[config.mk]
export PLATFORM = sky130hd
export DESIGN_NAME = pobu_cover
export DESIGN_NICKNAME = d
export VERILOG_FILES = /design/src/rtl/patch_overlap_add_blend_unit_macros.svh /design/src/rtl/pobu_pkg.sv /design/src/rtl/pobu_div.sv /design/src/rtl/pobu_cover.sv
export SDC_FILE = /design/constraint.sdc
export NUM_CORES = 2
export LEC_CHECK = 0
export ABC_AREA = 1
export BUFFER_PORTS_ARGS = -buffer_cell sky130_fd_sc_hd__buf_2
export CORE_UTILIZATION = 35
export CTS_BUF_LIST = sky130_fd_sc_hd__clkbuf_8
export CTS_CLUSTER_DIAMETER = 30
export DETAILED_ROUTE_END_ITERATION = 8
export MAX_ROUTING_LAYER = met4
export PLACE_DENSITY_LB_ADDON = 0.3
export SLEW_MARGIN = 40
export SYNTH_ARGS = -nofsm -noshare
export SYNTH_HDL_FRONTEND = slang
export SYNTH_SLANG_ARGS = --single-unit
[constraint.sdc]
create_clock -name clk -period 6.8 [get_ports clk]
set_clock_uncertainty 0.05 [all_clocks]
set_input_delay 1.36 -clock clk [delete_from_list [all_inputs] [get_ports clk]]
set_output_delay 1.36 -clock clk [all_outputs]
set_load 0.02 [all_outputs]
[src/rtl/patch_overlap_add_blend_unit_macros.svh]
// assertion macros for the overlap-add blend rtl
// expects clk and rst_n in the scope of the module that uses them
`ifndef PATCH_OVERLAP_ADD_BLEND_UNIT_MACROS_SVH
`define PATCH_OVERLAP_ADD_BLEND_UNIT_MACROS_SVH

// same-cycle implication, disabled in reset
`define POBU_ASSERT_IMPLY(label, ante, cons, msg) \
  label: assert property (@(posedge clk) disable iff (!rst_n) (ante) |-> (cons)) else $error(msg);

// next-cycle implication, disabled in reset
`define POBU_ASSERT_NEXT(label, ante, cons, msg) \
  label: assert property (@(posedge clk) disable iff (!rst_n) (ante) |=> (cons)) else $error(msg);

`endif

[src/rtl/pobu_pkg.sv]
// types and constants of the overlap-add patch blend unit
// no dependencies; used by every rtl module of the block
package pobu_pkg;

  localparam int MAX_WIDTH  = 512;
  localparam int MAX_HEIGHT = 512;
  localparam int MAX_PATCH  = 256;

  localparam int COORD_W = 9;   // patch start and output coordinates
  localparam int OFFS_W  = 8;   // offset inside a patch
  localparam int CH_W    = 8;   // one color channel
  localparam int EXT_W   = 10;  // extents and unclipped image coordinates
  localparam int SIZE_W  = 9;   // patch size, stride, last grid start
  localparam int PIX_W   = 3 * CH_W;

  localparam int X_W    = $clog2(MAX_WIDTH);
  localparam int Y_W    = $clog2(MAX_HEIGHT);
  localparam int ADDR_W = X_W + Y_W;
  localparam int DEPTH  = MAX_WIDTH * MAX_HEIGHT;

  localparam int DIV_STAGES = COORD_W;  // one quotient bit per stage

  localparam int CFG_IDX_W  = 3;
  localparam int CFG_DATA_W = 10;

  localparam logic [CFG_IDX_W-1:0] CFG_IMAGE_WIDTH  = 3'd0;
  localparam logic [CFG_IDX_W-1:0] CFG_IMAGE_HEIGHT = 3'd1;
  localparam logic [CFG_IDX_W-1:0] CFG_PATCH_SIZE   = 3'd2;
  localparam logic [CFG_IDX_W-1:0] CFG_STRIDE       = 3'd3;
  localparam logic [CFG_IDX_W-1:0] CFG_LAST_GRID_X  = 3'd4;
  localparam logic [CFG_IDX_W-1:0] CFG_LAST_GRID_Y  = 3'd5;

  typedef struct packed {
    logic [COORD_W-1:0] patch_x;
    logic [COORD_W-1:0] patch_y;
    logic [OFFS_W-1:0]  offset_x;
    logic [OFFS_W-1:0]  offset_y;
    logic [CH_W-1:0]    blue_in;
    logic [CH_W-1:0]    green_in;
    logic [CH_W-1:0]    red_in;
  } pobu_in_t;

  typedef struct packed {
    logic [COORD_W-1:0] image_x;
    logic [COORD_W-1:0] image_y;
    logic [CH_W-1:0]    blue_sum;
    logic [CH_W-1:0]    green_sum;
    logic [CH_W-1:0]    red_sum;
  } pobu_out_t;

  // configuration after clamping; the user must keep it stable while items are in flight, the block does not enforce it
  typedef struct packed {
    logic [EXT_W-1:0]  width;
    logic [EXT_W-1:0]  height;
    logic [SIZE_W-1:0] size;
    logic [SIZE_W-1:0] stride;
    logic [SIZE_W-1:0] last_x;
    logic [SIZE_W-1:0] last_y;
  } cfg_eff_t;

  // read-modify-write request from the coverage pipe to the frame store
  typedef struct packed {
    logic               valid;
    logic               wr;       // pixel inside patch and image
    logic [ADDR_W-1:0]  addr;
    logic [1:0]         k;        // weight is 2^-k
    logic [CH_W-1:0]    blue;
    logic [CH_W-1:0]    green;
    logic [CH_W-1:0]    red;
    logic [COORD_W-1:0] image_x;
    logic [COORD_W-1:0] image_y;
  } store_req_t;

endpackage

[src/rtl/pobu_div.sv]
// pipelined remainder unit: num mod den, one numerator bit per stage
// depends on pobu_pkg
module pobu_div (
  input  logic                         clk,
  input  logic                         en,
  input  logic [pobu_pkg::COORD_W-1:0] num,
  input  logic [pobu_pkg::SIZE_W-1:0]  den,
  output logic [pobu_pkg::SIZE_W-1:0]  rem
);
  import pobu_pkg::*;

  logic [COORD_W-1:0] num_r [DIV_STAGES-1];
  logic [SIZE_W-1:0]  rem_r [DIV_STAGES];

  // shift in one bit, subtract the divisor if it fits
  function automatic logic [SIZE_W-1:0] rem_step(input logic [SIZE_W-1:0] r,
                                                  input logic b,
                                                  input logic [SIZE_W-1:0] d);
    logic [SIZE_W:0] t;
    t = {r, b};
    if (t >= {1'b0, d}) t = t - {1'b0, d};
    return t[SIZE_W-1:0];
  endfunction

  always_ff @(posedge clk) begin
    if (en) begin
      num_r[0] <= num;
      rem_r[0] <= rem_step('0, num[COORD_W-1], den);
      for (int s = 1; s < DIV_STAGES - 1; s++) num_r[s] <= num_r[s-1];
      for (int s = 1; s < DIV_STAGES; s++) begin
        rem_r[s] <= rem_step(rem_r[s-1], num_r[s-1][COORD_W-1-s], den);
      end
    end
  end

  assign rem = rem_r[DIV_STAGES-1];

endmodule

[src/rtl/pobu_cover.sv]
// coverage pipe: neighbor patch search per axis, blend weight, store address
// depends on pobu_pkg and pobu_div
module pobu_cover (
  input  logic                 clk,
  input  logic                 rst_n,
  input  logic                 adv,
  input  logic                 in_take,
  input  pobu_pkg::pobu_in_t   in_data,
  input  pobu_pkg::cfg_eff_t   cfg,
  output pobu_pkg::store_req_t req
);
  import pobu_pkg::*;

  typedef struct packed {
    logic [EXT_W-1:0]   i;
    logic [COORD_W-1:0] p;
    logic               has_prev;
    logic [EXT_W-1:0]   prev;
    logic               has_next;
    logic [EXT_W-1:0]   next;
  } axis_t;

  typedef struct packed {
    axis_t           ax;
    axis_t           ay;
    logic            ok;
    logic [CH_W-1:0] blue;
    logic [CH_W-1:0] green;
    logic [CH_W-1:0] red;
  } c1_t;

  logic [DIV_STAGES-1:0] dv_r;
  pobu_in_t              dp_r [DIV_STAGES];
  logic [SIZE_W-1:0]     rem_x, rem_y, rem_lx, rem_ly;
  logic [EXT_W-1:0]      top_x, top_y;
  c1_t                   c1_nxt, c1_r;
  logic                  c1_v_r;
  store_req_t            req_nxt, req_r;
  logic                  sh_x, sh_y;
  pobu_in_t              dl;

  // grid neighbors from p mod stride, clipped to the last grid start
  function automatic axis_t grid_nbrs(input logic [COORD_W-1:0] p,
                                      input logic [OFFS_W-1:0] o,
                                      input logic [SIZE_W-1:0] r,
                                      input logic [SIZE_W-1:0] st,
                                      input logic [EXT_W-1:0] top);
    axis_t            a;
    logic [EXT_W-1:0] base, prevq;
    base       = EXT_W'(p) - EXT_W'(r);
    prevq      = (r != '0) ? base : base - EXT_W'(st);
    a.i        = EXT_W'(p) + EXT_W'(o);
    a.p        = p;
    a.has_prev = (p != '0);
    a.prev     = (prevq > top) ? top : prevq;
    a.next     = base + EXT_W'(st);
    a.has_next = (a.next <= top);
    return a;
  endfunction

  // merge the edge-flush patch and test overlap with either neighbor
  function automatic logic shared(input axis_t a, input logic [EXT_W-1:0] ext,
                                  input logic [SIZE_W-1:0] sz);
    logic             hp, hn;
    logic [EXT_W-1:0] pv, nx, f, p10, sz10;
    hp   = a.has_prev;
    hn   = a.has_next;
    pv   = a.prev;
    nx   = a.next;
    p10  = EXT_W'(a.p);
    sz10 = EXT_W'(sz);
    f    = ext - sz10;
    if (sz10 <= ext) begin
      if (f < p10 && (!hp || f > pv)) begin
        pv = f;
        hp = 1'b1;
      end
      if (f > p10 && (!hn || f < nx)) begin
        nx = f;
        hn = 1'b1;
      end
    end
    return (hp && a.i < pv + sz10) || (hn && a.i >= nx);
  endfunction

  pobu_div u_div_x (.clk(clk), .en(adv), .num(in_data.patch_x), .den(cfg.stride),
                    .rem(rem_x));
  pobu_div u_div_y (.clk(clk), .en(adv), .num(in_data.patch_y), .den(cfg.stride),
                    .rem(rem_y));
  // last grid starts are static, so these run freely
  pobu_div u_div_lx (.clk(clk), .en(1'b1), .num(cfg.last_x), .den(cfg.stride),
                     .rem(rem_lx));
  pobu_div u_div_ly (.clk(clk), .en(1'b1), .num(cfg.last_y), .den(cfg.stride),
                     .rem(rem_ly));

  assign dl    = dp_r[DIV_STAGES-1];
  assign top_x = EXT_W'(cfg.last_x) - EXT_W'(rem_lx);
  assign top_y = EXT_W'(cfg.last_y) - EXT_W'(rem_ly);

  always_comb begin
    c1_nxt.ax    = grid_nbrs(dl.patch_x, dl.offset_x, rem_x, cfg.stride, top_x);
    c1_nxt.ay    = grid_nbrs(dl.patch_y, dl.offset_y, rem_y, cfg.stride, top_y);
    c1_nxt.ok    = (EXT_W'(dl.offset_x) < EXT_W'(cfg.size)) &&
                   (EXT_W'(dl.offset_y) < EXT_W'(cfg.size)) &&
                   (c1_nxt.ax.i < cfg.width) && (c1_nxt.ay.i < cfg.height);
    c1_nxt.blue  = dl.blue_in;
    c1_nxt.green = dl.green_in;
    c1_nxt.red   = dl.red_in;
  end

  always_comb begin
    sh_x            = shared(c1_r.ax, cfg.width, cfg.size);
    sh_y            = shared(c1_r.ay, cfg.height, cfg.size);
    req_nxt.valid   = c1_v_r;
    req_nxt.wr      = c1_r.ok;
    req_nxt.addr    = {c1_r.ay.i[Y_W-1:0], c1_r.ax.i[X_W-1:0]};
    req_nxt.k       = {1'b0, sh_x} + {1'b0, sh_y};
    req_nxt.blue    = c1_r.blue;
    req_nxt.green   = c1_r.green;
    req_nxt.red     = c1_r.red;
    req_nxt.image_x = c1_r.ax.i[COORD_W-1:0];
    req_nxt.image_y = c1_r.ay.i[COORD_W-1:0];
  end

  always_ff @(posedge clk) begin
    if (!rst_n) begin
      dv_r   <= '0;
      c1_v_r <= 1'b0;
      req_r  <= '0;
    end else if (adv) begin
      dv_r   <= {dv_r[DIV_STAGES-2:0], in_take};
      c1_v_r <= dv_r[DIV_STAGES-1];
      req_r  <= req_nxt;
    end
  end

  always_ff @(posedge clk) begin
    if (adv) begin
      dp_r[0] <= in_data;
      for (int s = 1; s < DIV_STAGES; s++) dp_r[s] <= dp_r[s-1];
      c1_r <= c1_nxt;
    end
  end

  assign req = req_r;

endmodule

Word level (Yosys, flattened, before mapping):

Memory sizes are Yosys's and may differ from the RTL's.
Cells that the tools add are included.

* add/subtract/negate cells: 51
* magnitude comparators: 58
* mux-type cells: 76
* reduce and logical (&&, ||, !) cells: 25

Operator list (number)
* $mux 9: 54
* $ge 10x9->1: 32
* $sub 9x9->9: 32
* $mux 10: 12
* $lt 10x10->1: 6
* $add 10x9->10: 4
* $gt 10x10->1: 4
* $sub 10x9->10: 4
* $sub 9x9->10: 4
* $ge 1x9->1: 4
* $reduce_bool 9->1: 4
* $sub 1x9->9: 4
* $add 9x8->10: 2
* $ge 10x10->1: 2
* $gt 10x9->1: 2
* $le 10x10->1: 2
* $le 9x10->1: 2
* $lt 10x9->1: 2
* $lt 8x9->1: 2
* $logic_and 1x1->1: 11
* $mux 1: 10
* $logic_or 1x1->1: 6
* $logic_not 1->1: 4
* $add 1x1->2: 1

* bits in registers: 181
* RAM bits: 1134
* output and inout bits: 64
* memories: 9

Memory list
* dp_r: depth 9, width 58, rd ports 9, clocked after Yosys merged registers in 0, write ports 9, line pobu_cover.sv:33 `pobu_in_t dp_r [DIV_STAGES];`
* u_div_lx.rem_r: depth 9, width 9, rd ports 9, clocked after Yosys merged registers in 0, write ports 9, line pobu_div.sv:13 `logic [SIZE_W-1:0] rem_r [DIV_STAGES];`
* u_div_ly.rem_r: depth 9, width 9, rd ports 9, clocked after Yosys merged registers in 0, write ports 9, line pobu_div.sv:13
* u_div_x.rem_r: depth 9, width 9, rd ports 9, clocked after Yosys merged registers in 0, write ports 9, line pobu_div.sv:13
* u_div_y.rem_r: depth 9, width 9, rd ports 9, clocked after Yosys merged registers in 0, write ports 9, line pobu_div.sv:13
* u_div_lx.num_r: depth 8, width 9, rd ports 8, clocked after Yosys merged registers in 0, write ports 8, line pobu_div.sv:12 `logic [COORD_W-1:0] num_r [DIV_STAGES-1];`
* +3 memories

Longest topological paths before layout:

* word-level depth: 11
* gate-level depth with buffers: 41
* gate-level depth less buffers: 40

By module:

Synthesis repeated with hierarchy kept, for this count alone.

* cell total of the unflattened synthesis: 7005
* area total of the unflattened synthesis: 66941.7 sq um

By module, submodules not included
* pobu_cover: instances 1, cells each 2561, area each 31615.3 sq um, seq. area each 20009.2 sq um
* pobu_div at u_div_ly ...: instances 3, cells each 1110, area each 8861.0 sq um, seq. area each 3513.4 sq um
* pobu_div at u_div_lx: instances 1, cells each 1114, area each 8743.4 sq um, seq. area each 3513.4 sq um

Worst setup path after synthesis:

OpenSTA, ideal clock, no wires.

* path type: input to register
* from: in cfg[30] (netlist bit)
* to: reg req_r (netlist bit req[42])
* setup time: 116 ps
* data arrival time: 6389 ps
* required time: 6634 ps
* path slack: 245 ps
* stages on the path: 38
* path through: inv_1 > ha_1 > nand2_1 > inv_2 > nand2_1 > nand2_1 > a21oi_1 > o21bai_1 > xor2_1 > inv_1 > ha_1 > a21o_1 > a21oi_1 > o211ai_4 > nor2_4 > nand3_4 > buf_6 > nand2_1 > (+2 left out) > fa_1 > nand3_1 > nand2_1 > a21oi_1 > o21bai_1 > nand2_1 > nand2_1 > a21oi_1 > xor2_1 > ha_1 > nand2_1 > nor2_1 > a221oi_1 > nand2_1 > nand2_1 > ha_1 > nor2_1 > nor2_1

RTL lines
* from (decl): line pobu_cover.sv:9 `input pobu_pkg::cfg_eff_t cfg,`
* to (signal assigned): line pobu_cover.sv:133 `req_r <= req_nxt;`
* to (decl): line pobu_cover.sv:38 `store_req_t req_nxt, req_r;`

==> summary.md <==
| Metric | Value |
|---|---|
| Outcome | complete, no violations |
| Routability congestion estimate from global placement | 0.8996 |
| TNS Setup | 0 ns |
| Worst skew pair latency | 0.96 ns |
| Period minus WS final | 6.194 ns |
| Distinct cells, synth | 51 |
| Post-synth EDFFs | 791 |
| Fillers | 14990 |
| Sequential share of the synthesized area | 53.48% |
| Worst path depth | 39 |
| Top fanout value on the critical path | 7 |
| Inst Count DP | 7624 |
| Remaining antenna violation count | 0 |
| Worst Path Buf+Inv | 7 |
| Worst rel slew slack | 41.77% |
| Share of cells above drive strength 1 | 13.51% |
| Tightest Pin Transition | 0.8734 ns |
| Number of DRC markers in iteration 0 | 2121 |
| Core box area | 156600 sq um |
| Cell row count | 145 |
| DIE AREA | 159500 sq um |
| Reg2reg path depth | 20 |
| Clk Tree Root Cell | clkbuf_8 |
| CP top delay family | compound AO/OA/AOI/OAI gates |
| Crit path to | req[42] |
| Reg-to-reg startpoint | dp_r[0][506] |
| Arrival time at the worst endpoint | 7.00 ns |
| Clk pin slew, worst setup/hold paths | 0.06 ns |
| Synth Register Bits | 1081 |
| Leak pwr | 0.02871 uW |
| Vias in the first global route | 38160 |
| RSZ-0062 raised after global routing | no |
| Post-Syn Area | 55270 sq um |
| Via density | 4.794 |
| CP Launch Point | cfg[31] |
| Crit path capture type | flip-flop |
| Longest Clk Path Bufs | 3 |
| Worst reg2reg path endpoint | c1_r[42] |
| Ys flop type | edfxtp_1 |
| Starting Density | 35.30% |
| Post-synth top area share | 42.98% |
| Endpoints failing setup | 0 |
| Fin cells | 8085 |
| Crit path top cell by count | nand2_1 |
| Synth top cells by count | nand2_1, edfxtp_1, ha_1 |
| Global-route wire length before repair | 203700 um |
| Most numerous cell in the Yosys netlist | nand2_1 |
| Largest net degree at the start of global routing | 164 |
| DRT Pass-1 Iters | 5 |
| Syn avg cell area | 10.43 sq um |
| WL/cell | 16.25 um |
| CTS buffer count | 239 |
| # IOs | 182 |
| Max cap viols | 0 |
| # hold bufs at CTS | 0 |
| FF-to-FF setup slack | 1.23 ns |
| Area of the multi-input gates | 23280 sq um |
| Syn-to-layout area delta | 18.49% |
| DIE HEIGHT | 399.4 um |
| IR drop worst, VDD | 0.0002977 V |
| CP required | 7.60 ns |
| Vias post-DR | 38760 |
| Mapped Cells | 5301 |
| Reg area | 29560 sq um |
| Initial antenna violation count | 11 |
| Launching element type of the critical path | input pin |
| Ys Warns | 0 |
| Final #Nets | 6564 |
| GRT overflow | 0 |
| Total Routed Length | 131400 um |
| Chip Width | 399.4 um |
| Largest cells by area after synthesis | edfxtp_1, ha_1, dfxtp_1 |
| Max Freq | 161.5 MHz |
| CTS tree | done |
| Tcrit/Tclk final | 91.08% |
| Final Hold Vio Count | 0 |
| Async SR Flop Fraction | 0% |
| Post-synthesis net count | 6055 |
| Slew Viols, Final | 0 |
| Post-DP HPWL | 95940 um |
| GRT Overall Usage | 16.86% |
| CP max stage cell | ha_1 |
| Clk sinks | 1081 |
| Min-Delay Path Class | reg2reg |
| DR DRC count | 0 |
| IO Port Bufs | 181 |
| H-tree lvl count | 4 |
| Kind of critical path | in2reg |
| Slowest stage delay, CP | 0.33 ns |
| Largest area contributor in the netlist | edfxtp_1 |
| Pwr Density | 436.2 nW/um^2 |
[cell type report]
| class | count | share of cell area (%) |
|---|---|---|
| tap | 2058 | 3.932 |
| clock inverter | 194 | 3.334 |
| clock buffer | 256 | 5.380 |
| antenna | 8 | 0.03057 |
| sequential | 1081 | 45.13 |
| inverter | 529 | 3.036 |
| timing repair buffer | 355 | 3.613 |
| multi-input combinational | 3604 | 35.54 |
[worst reg2reg max path, cell delays in order (launching register included)]
cell and delay [ns]:
edfxtp_1 0.48, ha_1 0.39, a21o_1 0.20, nand3_1 0.07, nand2_1 0.07, a21oi_1 0.22
o21bai_1 0.11, xor2_1 0.32, inv_1 0.14, ha_1 0.44, inv_1 0.16, o311ai_0 0.43
xor2_1 0.31, mux2i_1 0.17, ha_1 0.31, nand2_1 0.09, nor4_1 0.32, o21ai_0 0.13
o2111ai_1 0.10, nand2_1 0.35, o21ai_0 0.48
[how the worst min path moves through the flow]
| stage | startpoint | to | slack [ns] | depth (start not counted) |
|---|---|---|---|---|
| 3_5_place_dp | u_div_lx.num_r[2][2] | u_div_lx.num_r[2][11] | 0.26 | 0 |
| 5_1_grt | u_div_ly.num_r[1][12] | u_div_ly.num_r[2][3] | 0.27 | 0 |
| 2_1_floorplan | u_div_lx.num_r[0][1] | u_div_lx.num_r[0][10] | 0.26 | 0 |
| 6_report | u_div_ly.num_r[3][0] | u_div_ly.num_r[3][9] | 0.27 | 0 |
| 4_1_cts | u_div_ly.num_r[1][12] | u_div_ly.num_r[2][3] | 0.27 | 0 |
| 3_3_place_gp | u_div_ly.num_r[0][10] | u_div_ly.num_r[1][1] | 0.26 | 0 |
[cells by family (layout without fill, tap and decap cells)]
logic type / count (synthesis) / count (layout) / synth area share (%)
compound gates: 1067 / 1067 / 10.81
simple gates: 1647 / 1647 / 12.23
flops: 1081 / 1081 / 53.48
other cells: 0 / 8 / 0
fa+ha+maj: 636 / 636 / 15.02
xor+xnor: 253 / 253 / 4.009
mux: 1 / 1 / 0.01811
buf+inv: 616 / 1334 / 4.435
[state kept, by name (all words and copies together), names as in the netlist, 36 cells and up]
name / flops
u_div_ly.rem_r: 81
u_div_x.rem_r: 81
req: 46
u_div_lx.num_r: 36
c1_r: 107
u_div_y.rem_r: 81
dp_r: 452
u_div_ly.num_r: 36
u_div_lx.rem_r: 81
[where the power goes]
group / internal (uW) / switching, uW
clock: 5100 / 3180
sequential: 8570 / 545
combinational: 4320 / 6850
[metrics by stage]
step | hold WS, ns | cell area [sq um] | total power, uW | setup slack (ns) | util [%]
after floorplan | 0.2596 | 55270 | 17280 | 0.2448 | -
after global placement | 0.2604 | 59680 | 20110 | -0.4830 | 38.12
after detailed placement | 0.2621 | 59690 | 20320 | -0.4988 | 38.12
after CTS | 0.2666 | 65390 | 28780 | 0.5815 | 41.77
after global routing | 0.2724 | 65480 | 30940 | 0.02772 | 41.82
final | 0.2717 | 65490 | 28560 | 0.6065 | 41.83
[layer usage]
metal | track usage, % | vias up | share of wire, %
li1 | - | 19620 | -
met4 | 6.100 | 0 | 2.9
met1 | 21.04 | 18120 | 45
met2 | 27.29 | 764 | 47
met3 | 3.050 | 257 | 4.3
met5 | - | - | 0
[layout by cell type, fill, tap and decap left out, types with 9 or more instances in the layout]
| cell type | instances |
|---|---|
| a21o_1 | 39 |
| buf_2 | 177 |
| o211ai_1 | 45 |
| fa_1 | 46 |
| ha_1 | 590 |
| o21ai_2 | 10 |
| dfxtp_1 | 290 |
| buf_4 | 165 |
| nor4_1 | 11 |
| xnor2_1 | 99 |
| clkinv_2 | 45 |
| nand4_1 | 29 |
| a211oi_1 | 36 |
| or2_2 | 9 |
| nand2_1 | 824 |
| clkinvlp_4 | 26 |
| clkbuf_8 | 256 |
| o21ai_1 | 30 |
| nand2_2 | 9 |
| o2111ai_1 | 10 |
| o21bai_1 | 46 |
| nor3_1 | 56 |
| buf_12 | 9 |
| clkinv_1 | 15 |
| clkinv_4 | 17 |
| a21oi_1 | 572 |
| bufinv_16 | 40 |
| o21ai_0 | 238 |
| inv_1 | 555 |
| nor2_1 | 506 |
| a31oi_1 | 9 |
| nand3_1 | 183 |
| xor2_1 | 154 |
| edfxtp_1 | 791 |
[repair_timing]
item | in CTS | in global routing
endpoints found under the setup margin | 0 | 2
resized for setup | 0 | 8
setup buffers | 0 | 2
Note: power is estimated with default switching activity, not from simulation.
